File: src/rtl/ibo_pkg.sv
// Shared constants, types and helpers for the interval booking overlap checker.
package ibo_pkg;

    localparam int MAX_SLOTS = 1024;
    localparam int TIME_BITS = 30;
    localparam int SLOT_AW   = (MAX_SLOTS > 1) ? $clog2(MAX_SLOTS) : 1;
    localparam int CNT_W     = $clog2(MAX_SLOTS + 1);
    localparam int STAT_W    = 2;

    localparam logic [STAT_W-1:0] STAT_BOOKED   = 2'd0;
    localparam logic [STAT_W-1:0] STAT_CONFLICT = 2'd1;
    localparam logic [STAT_W-1:0] STAT_FULL     = 2'd2;

    localparam logic [CNT_W-1:0] CNT_MAX = CNT_W'(MAX_SLOTS);

    typedef logic [TIME_BITS-1:0] t_time;

    typedef enum logic [1:0] {
        S_IDLE,
        S_SCAN,
        S_DONE
    } t_state;

    // controller -> datapath
    typedef struct packed {
        logic load;     // capture request, restart scan
        logic rd;       // read slot at scan pointer, advance pointer
        logic emit;     // load result register
        logic store;    // append request to table
    } t_cmd;

    // datapath -> controller
    typedef struct packed {
        logic scan_end;  // pointer reached the fill count
        logic rd_pend;   // a read is in flight to the comparator
        logic clash;     // comparator hit this cycle
        logic hit;       // request already found to conflict
        logic full;      // table holds MAX_SLOTS entries
        logic out_free;  // result register can take a new result
    } t_sts;

    // Half-open intervals [a,b) vs [s,e).
    function automatic logic ibo_clash(t_time a, t_time b, t_time s, t_time e);
        logic inside_stored;
        logic covers_start;
        inside_stored = (a >= s) && (a < e);
        covers_start  = (a <= s) && (b > s);
        return inside_stored || covers_start;
    endfunction

endpackage

File: src/rtl/ibo_ctrl.sv
// Controller state machine: accept, scan, decide and emit.
module ibo_ctrl import ibo_pkg::*; (
    input  logic i_clk,
    input  logic i_rst_n,
    input  logic i_req_valid,
    input  t_sts i_sts,
    output logic o_req_ready,
    output t_cmd o_cmd
);

    t_state r_state;
    t_state n_state;

    always_ff @(posedge i_clk) begin
        if (!i_rst_n) begin
            r_state <= S_IDLE;
        end else begin
            r_state <= n_state;
        end
    end

    always_comb begin
        n_state = r_state;
        case (r_state)
            S_IDLE: begin
                if (i_req_valid) begin
                    n_state = S_SCAN;
                end
            end
            S_SCAN: begin
                // stop on the first clash, or once the last compare has drained
                if (i_sts.clash || (i_sts.scan_end && !i_sts.rd_pend)) begin
                    n_state = S_DONE;
                end
            end
            S_DONE: begin
                if (i_sts.out_free) begin
                    n_state = S_IDLE;
                end
            end
            default: n_state = S_IDLE;
        endcase
    end

    always_comb begin
        o_req_ready = 1'b0;
        o_cmd       = '0;
        case (r_state)
            S_IDLE: begin
                o_req_ready = 1'b1;
                o_cmd.load  = i_req_valid;
            end
            S_SCAN: begin
                o_cmd.rd = !i_sts.scan_end && !i_sts.clash;
            end
            S_DONE: begin
                o_cmd.emit  = i_sts.out_free;
                o_cmd.store = i_sts.out_free && !i_sts.hit && !i_sts.full;
            end
            default: begin
                o_req_ready = 1'b0;
            end
        endcase
    end

endmodule

File: config.mk
export PLATFORM = sky130hd
export DESIGN_NAME = ibo_ctrl
export DESIGN_NICKNAME = d
export VERILOG_FILES = /design/src/rtl/ibo_pkg.sv /design/src/rtl/ibo_ctrl.sv
export SDC_FILE = /design/constraint.sdc
export NUM_CORES = 1
export LEC_CHECK = 0
export ABC_AREA = 1
export BUFFER_PORTS_ARGS = -buffer_cell sky130_fd_sc_hd__buf_2
export CAP_MARGIN = 0
export CORE_AREA = 5 5 42 44
export CTS_BUF_LIST = sky130_fd_sc_hd__clkbuf_2
export DETAILED_ROUTE_END_ITERATION = 12
export DIE_AREA = 0 0 47 49
export SLEW_MARGIN = 30
export SYNTH_ARGS = -nofsm -noshare
export SYNTH_HDL_FRONTEND = slang
export SYNTH_SLANG_ARGS = --single-unit
File: constraint.sdc
create_clock -name i_clk -period 2.5 [get_ports i_clk]
set_input_delay 0.625 -clock i_clk [delete_from_list [all_inputs] [get_ports i_clk]]
set_output_delay 0.625 -clock i_clk [all_outputs]
set_load 0.03 [all_outputs]
==> results by group, run 1 <==
Global route
  – Tot GR Track Use: 4.78%
  – First-pass GRT wire length: 717 um
  – Antenna violations before repair: 0
  – Via count of the first global-routing pass: 204
  – Largest net degree at the start of global routing: 5
  – GRT overflow: 0

Clock tree
  – CTS sink cnt: 2
  – Clock root buffer: clkbuf_2
  – Worst skew pair latency: 0.19 ns
  – CTS clk-pin slew, worst paths: 0.03 ns
  – CTS buffer count: 3
  – Post-CTS sizing: 0
  – Htree depth: 1
  – Hold Buf Count CTS: 0
  – Postcts setup bufs: 0
  – Clock buffer depth: 2
  – CTS tree: done

Finish
  – Leading cell type in the layout, fill and taps excluded: buf_2
  – Share of cells above drive strength 1: 48.7%
  – Top flop regs: r_state x2
  – Most frequent cells in the layout: buf_2, inv_1, nand2_1, nor2_1, clkbuf_2
  – # diodes: 0
  – Reg with most FFs: r_state
  – Final Net Count: 50
  – Reg area: 40.0 um^2
  – Layout fillers: 169
  – Max reg flops: 2
  – Multi-input gate area: 77.6 um^2
  – Post-route cell area: 244 um^2
  – Layout area overhead: 69.6%

Setup path
  – Worst setup path start: i_sts[2]
  – Slowest-stage cell, CP: nor4_2
  – Worst Path Required: 1.88 ns
  – Reg-to-Reg Start: r_state[0]
  – Crit path launch type: primary input
  – CP arrival: 1.20 ns
  – Buf+Inv Stages, Crit Path: 2
  – Crit-path max FO: 1
  – CP peak stage delay: 0.24 ns
  – Delay-heaviest family, CP: buffers and inverters
  – Kind of critical path: primary input to output pin
  – Most used cell, CP: buf_2
  – CP endpoint kind: output pin
  – Critical path, cell by cell: buf_2 -> nor4_2 -> buf_2

Worst hold path
  – Tightest Hold Check Type: register to register
  – Worst Hold Launch: r_state[0]

Synth
  – Post-Synthesis Cells: 23
  – Syn_nets: 32
  – Ys Warns: 0
  – Mean Syn Cell Area: 6.26 um^2
  – Yosys reg bits: 2
  – Sequential area share after synthesis: 27.8%
  – Mapped Area: 144 um^2
  – Post-synth cell types: 11

Pwr
  – Seq pwr share: 30.2%
  – Max VDD drop: 0.108 mV
  – Int Pwr: 0.0778 mW
  – Switching part of the total: 34.4%
  – Pwr dens: 486 mW/mm^2
  – Clock power share: 42.5%
  – Comb pwr share: 27.2%
  – Leak: 0.143 nW
  – NetSw: 0.0407 mW

Floorplan
  – Core area: 0.00140 mm^2
  – Initial Util: 10.3%
  – Die span in y: 49 um
  – Die W: 47 um
  – Site Rows: 14
  – Io pins: 14
  – Die Area: 0.00230 mm^2

Place
  – Placed inst area: 229 um^2
  – Dpl hpwl: 377 um
  – Port bufs: 13
  – RePlAce Congestion: 0.717
  – DP Worst Slack: 0.668 ns

Route
  – Drt initial violations: 3
  – Vias: 204
  – Via/cell ratio: 3.71
  – TritonRoute pass-1 iters: 2
  – Final WL: 459 um
  – DR WL/cell: 8.35 um
  – Final antenna-violating net count: 0
  – DRC: 0

Timing
  – Final Skew: 0.00124 ns
  – Minimum clock period: 1.82 ns
  – Slew Viols, Final: 0
  – F_max: 0.548 GHz
  – Unrepaired setup endpoints after global routing: false
  – TNS Setup: 0 ns
  – Final cycle utilization of the critical path: 73.0%
  – Final worst setup slack: 0.675 ns
  – Final setup viols: 0
  – Final hold vios: 0
  – Max-Slew Margin vs Limit: 86.9%
  – Worst-Margin Slew: 0.195 ns

Flow run
  – Number of max-cap violations: 0

Status
  – Status: complete, no violations
[power by group through the flow]
stage	registers, mW	logic [mW]	clock network [mW]
6_report	0.0358	0.0323	0.0504
5_1_grt	0.0363	0.0360	0.0570
4_1_cts	0.0358	0.0330	0.0554
3_5_place_dp	0.0362	0.0329	0
3_3_place_gp	0.0361	0.0324	0
2_1_floorplan	0.0359	0.0198	0
[final cells by class]
cell class | instances | area share, %
Multi-Input combinational cell | 14 | 31.8
Timing Repair Buffer | 13 | 26.7
Sequential cell | 2 | 16.4
Inverter | 7 | 10.8
Tap cell | 16 | 8.21
Clock buffer | 3 | 6.15
[worst register-to-register path, cell delays in order, from the launching register on]
cell and delay, ns:
dfxtp_1 0.33, inv_1 0.08, nand2_1 0.12, nor2_1 0.05, a31oi_1 0.15, nor2_1 0.05
[cell families (layout without fill, tap and decap cells)]
group           Yosys count  in the layout  synth area share [%]
simple gates             10             10                  37.4
buf+inv                   7             23                  18.3
compound gates            4              4                  16.5
flops                     2              2                  27.8
[cells in the mapped netlist (all sizes together)]
cell type / count / area share [%]
o21ai: 1 / 3.5
nor2: 5 / 17
a21oi: 1 / 3.5
dfxtp: 2 / 28
o211ai: 1 / 5.2
nand2: 3 / 7.8
nor4: 2 / 13
a31oi: 1 / 4.4
inv: 7 / 18
[routing by layer]
metal	wire length, um	GRT usage [%]	vias up
met5	0	0	-
met2	193	6.56	13
met4	10	5.53	0
met3	98	3.32	2
li1	-	-	104
met1	157	3.94	85
[metrics by stage]
| step | utilization [%] | total power, mW | cells | hold WS (ns) |
|---|---|---|---|---|
| floorplan | - | 0.0557 | 23 | 0.593 |
| global placement | 16.3 | 0.0685 | 52 | 0.569 |
| detailed placement | 16.3 | 0.0691 | 52 | 0.585 |
| CTS | 17.4 | 0.124 | 55 | 0.591 |
| global route | 17.4 | 0.129 | 55 | 0.660 |
| finish | 17.4 | 0.118 | 55 | 0.575 |
[final timing paths]
path              cells past startpoint  slack (ns)          to
setup / recovery                      3        0.68    o_cmd[0]
hold / removal                        3        0.58  r_state[0]
setup reg to reg                      5        1.60  r_state[1]
hold reg to reg                       3        0.58  r_state[0]
Power figures use the tool's default switching activity.
==> run 2: changes to the inputs <==
clock period = 1.9 ns   (was 2.5 ns; I/O delays follow)
==> results by group, run 2 (synthesis gave the netlist of run 1 again) <==
Status
  – Status: complete, no violations

Setup path
  – Critical path, cell by cell: inv_1 -> nand2_1 -> nor4_2 -> buf_2
  – CP peak stage delay: 0.30 ns
  – CP arrival: 1.08 ns
  – Worst Path Required: 1.42 ns
  – Buf+Inv Stages, Crit Path: 2
  – Kind of critical path: register to output pin
  – Delay-heaviest family, CP: buffers and inverters
  – Slowest-stage cell, CP: dfxtp_1
  – Crit-path max FO: 3
  – Crit path launch type: register
  – CP endpoint kind: output pin

Finish
  – Max reg flops: 2
  – Leading cell type in the layout, fill and taps excluded: buf_2
  – Reg with most FFs: r_state
  – # diodes: 0
  – Most frequent cells in the layout: buf_2, inv_1, nand2_1, nor2_1, clkbuf_2
  – Final Net Count: 50
  – Multi-input gate area: 83.8 um^2
  – Layout area overhead: 73.9%
  – Layout fillers: 177
  – Core Util, Final: 17.9%
  – Share of cells above drive strength 1: 51.3%
  – Non-Filler Instances: 55
  – Reg area: 40.0 um^2
  – Top flop regs: r_state x2

Clock tree
  – Clock buffer depth: 2
  – CTS clk-pin slew, worst paths: 0.03 ns
  – Clock root buffer: clkbuf_2
  – Post-CTS sizing: 0
  – Hold Buf Count CTS: 0
  – Postcts setup bufs: 0
  – CTS sink cnt: 2
  – CTS buffer count: 3
  – Worst skew pair latency: 0.20 ns
  – Htree depth: 1
  – CTS tree: done

Timing
  – TNS Setup: 0 ns
  – Final hold vios: 0
  – Final setup viols: 0
  – Final worst setup slack: 0.347 ns
  – Minimum clock period: 1.55 ns
  – Unrepaired setup endpoints after global routing: false
  – Max-Slew Margin vs Limit: 88.0%
  – Final Skew: 0.00162 ns
  – Slew Viols, Final: 0
  – F_max: 0.644 GHz
  – Final cycle utilization of the critical path: 81.7%
  – Worst-Margin Slew: 0.178 ns
  – Min Hold Slack: 0.518 ns

Global route
  – Antenna violations before repair: 0
  – Largest net degree at the start of global routing: 5
  – Tot GR Track Use: 5.41%
  – First-pass GRT wire length: 828 um
  – Via count of the first global-routing pass: 225
  – GRT overflow: 0

Route
  – Final antenna-violating net count: 0
  – TritonRoute pass-1 iters: 2
  – Vias: 203
  – Drt initial violations: 3
  – Final WL: 446 um
  – Via/cell ratio: 3.69
  – DRC: 0
  – DR WL/cell: 8.11 um

Place
  – Dpl hpwl: 365 um
  – Port bufs: 13
  – Placed Cells: 52
  – RePlAce Congestion: 0.630
  – DP Worst Slack: 0.375 ns

Floorplan
  – Die W: 47 um
  – Site Rows: 14
  – Die span in y: 49 um
  – Io pins: 14
  – Core area: 0.00140 mm^2
  – Die Area: 0.00230 mm^2
  – Initial Util: 10.3%

Pwr
  – Max VDD drop: 0.131 mV
  – Leak: 0.144 nW
  – Pwr dens: 634 mW/mm^2

Worst hold path
  – Tightest Hold Check Type: primary input to register

Flow run
  – Number of max-cap violations: 0
run 2: cell count changes in the layout (fill, tap and decap cells not counted):
cell    change
nor4_1      -1
nor4_2      +1
run 2: layout make-up:
class                           instances  share of cell area (%)
Timing Repair Buffer                   13                    26.0
Sequential cell                         2                    16.0
Inverter                                7                    10.5
Multi-Input combinational cell         14                    33.5
Clock buffer                            3                    6.00
Tap cell                               16                    8.00
run 2: tightest hold or removal path: cells and delay by family:
kind,cells,cell delay [ns]
buf+inv,2,0.11
simple gates,1,0.09
run 2: per-layer routing:
metal	track usage, %	part of all wire (%)
met1	5.47	37
met2	7.01	46
met3	2.21	17
met4	6.91	0
met5	0	0
run 2: stage by stage:
| stage | total power [mW] | area [um^2] |
|---|---|---|
| 2_1_floorplan | 0.0739 | 150 |
| 3_3_place_gp | 0.0913 | 235 |
| 3_5_place_dp | 0.0916 | 235 |
| 4_1_cts | 0.166 | 250 |
| 5_1_grt | 0.175 | 250 |
| 6_report | 0.159 | 250 |
run 2: report_power, final:
group	internal [mW]	switching (mW)	total, mW
logic	0.0157	0.0277	0.0435
registers	0.0449	0.00215	0.0471
clock network	0.0420	0.0261	0.0681
total	0.103	0.0560	0.159
run 2: path summary, 6_finish.rpt:
| path | slack (ns) | end | start | cells after the start |
|---|---|---|---|---|
| max | 0.35 | o_cmd[0] | r_state[0] | 4 |
| min | 0.52 | r_state[1] | i_rst_n | 3 |
| max reg2reg | 0.99 | r_state[1] | r_state[0] | 5 |
| min reg2reg | 0.56 | r_state[0] | r_state[0] | 3 |
==> run 3: changes to the inputs <==
clock period = 1.3 ns   (was 1.9 ns; I/O delays follow)
==> results by group, run 3 (synthesis gave the netlist of run 1 again) <==
Status
  – Status: complete, no violations

Worst hold path
  – Worst Hold Launch: i_rst_n
  – Tightest Hold Check Type: primary input to register

Floorplan
  – Core area: 0.00140 mm^2
  – Io pins: 14
  – Die Area: 0.00230 mm^2
  – Die span in y: 49 um
  – Die W: 47 um
  – Site Rows: 14
  – Initial Util: 10.3%

Finish
  – Share of cells above drive strength 1: 62.5%
  – Top flop regs: r_state x2
  – Layout fillers: 170
  – Final Net Count: 51
  – Reg area: 45.0 um^2
  – Leading cell type in the layout, fill and taps excluded: buf_2
  – Max reg flops: 2
  – # diodes: 0
  – Reg with most FFs: r_state
  – Multi-input gate area: 95.1 um^2
  – Most frequent cells in the layout: buf_2, inv_1, buf_4
  – Layout area overhead: 100%

Setup path
  – Crit path launch type: register
  – Reg-to-Reg Start: r_state[0]
  – R2R Setup Slk: 0.40 ns
  – Worst Path Required: 0.98 ns
  – Kind of critical path: register to output pin
  – CP endpoint kind: output pin
  – Crit-path max FO: 3
  – CP arrival: 0.97 ns
  – Worst setup path start: r_state[0]

Place
  – Dpl hpwl: 385 um
  – Port bufs: 13
  – RePlAce Congestion: 0.682

Route
  – Drt initial violations: 0
  – Via/cell ratio: 3.64
  – Vias: 204
  – Final antenna-violating net count: 0
  – Final WL: 487 um
  – TritonRoute pass-1 iters: 1
  – DR WL/cell: 8.70 um
  – DRC: 0

Timing
  – Worst-Margin Slew: 0.207 ns
  – Final Skew: 0.000793 ns
  – Final hold vios: 0
  – Min Hold Slack: 0.365 ns
  – F_max: 0.771 GHz
  – Max-Slew Margin vs Limit: 86.1%
  – Final setup viols: 0
  – Final cycle utilization of the critical path: 99.8%
  – Minimum clock period: 1.30 ns
  – Slew Viols, Final: 0
  – Unrepaired setup endpoints after global routing: true
  – TNS Setup: 0 ns

Clock tree
  – CTS buffer count: 3
  – CTS sink cnt: 2
  – CTS tree: done
  – Htree depth: 1
  – CTS clk-pin slew, worst paths: 0.03 ns
  – Worst skew pair latency: 0.19 ns
  – Hold Buf Count CTS: 0
  – Clock root buffer: clkbuf_2
  – Clock buffer depth: 2

Global route
  – GRT overflow: 0
  – Via count of the first global-routing pass: 236
  – Tot GR Track Use: 5.49%
  – First-pass GRT wire length: 862 um
  – Largest net degree at the start of global routing: 5
  – Antenna violations before repair: 0

Pwr
  – Leak: 0.152 nW
  – Pwr dens: 832 mW/mm^2
  – Max VDD drop: 0.132 mV

Flow run
  – Number of max-cap violations: 0
-- run 3: final timing paths --
path / to / cells after the start
worst min-delay path: r_state[1] / 3
worst min register to register: r_state[0] / 3
worst max-delay path: o_cmd[2] / 3
worst max register to register: r_state[0] / 5
-- run 3: cell type report --
cell class / instances / share of cell area [%]
Multi-Input combinational cell: 14 / 33.0
Timing Repair Buffer: 14 / 30.0
Sequential cell: 2 / 15.7
Inverter: 7 / 9.13
Tap cell: 16 / 6.96
Clock buffer: 3 / 5.22
-- run 3: routing by layer --
layer | vias to the layer above | track usage (%) | wire [um]
met4 | 0 | 6.91 | 0
met1 | 92 | 4.60 | 175
met2 | 6 | 7.92 | 257
met5 | - | 0 | 0
li1 | 106 | - | -
met3 | 0 | 2.58 | 54
-- run 3: critical path, stage by stage (launching register included) --
cell,delay (ns)
dfxtp_2,0.33
inv_2,0.05
nor4_2,0.21
buf_4,0.20
-- run 3: power breakdown --
part	leakage (nW)	total (mW)	switching, mW	internal, mW
Sequential	0.0175	0.0689	0.00385	0.0650
Clock	0.0125	0.0968	0.0355	0.0613
Combinational	0.122	0.0738	0.0444	0.0294
Total	0.152	0.239	0.0837	0.156
-- run 3: stage by stage --
| stage | std cells | setup WS [ns] | area (um^2) | power [mW] | utilization, % |
|---|---|---|---|---|---|
| after floorplan | 23 | -0.0367 | 159 | 0.109 | - |
| final | 56 | 0.00314 | 288 | 0.239 | 20.5 |
| after global placement | 52 | 0.0709 | 244 | 0.135 | 17.4 |
| after detailed placement | 52 | 0.0650 | 244 | 0.136 | 17.4 |
| after CTS | 56 | -0.0233 | 282 | 0.249 | 20.1 |
| after global routing | 56 | -0.0919 | 288 | 0.265 | 20.5 |
-- run 3: what timing repair did --
item                                   in CTS  in global routing
setup buffers                               1                  0
cloned                                      0                  0
endpoints found under the hold margin       0                  0
setup endpoints to repair                   4                  4
gates resized for setup                     8                  3
pin swaps                                   1                  0
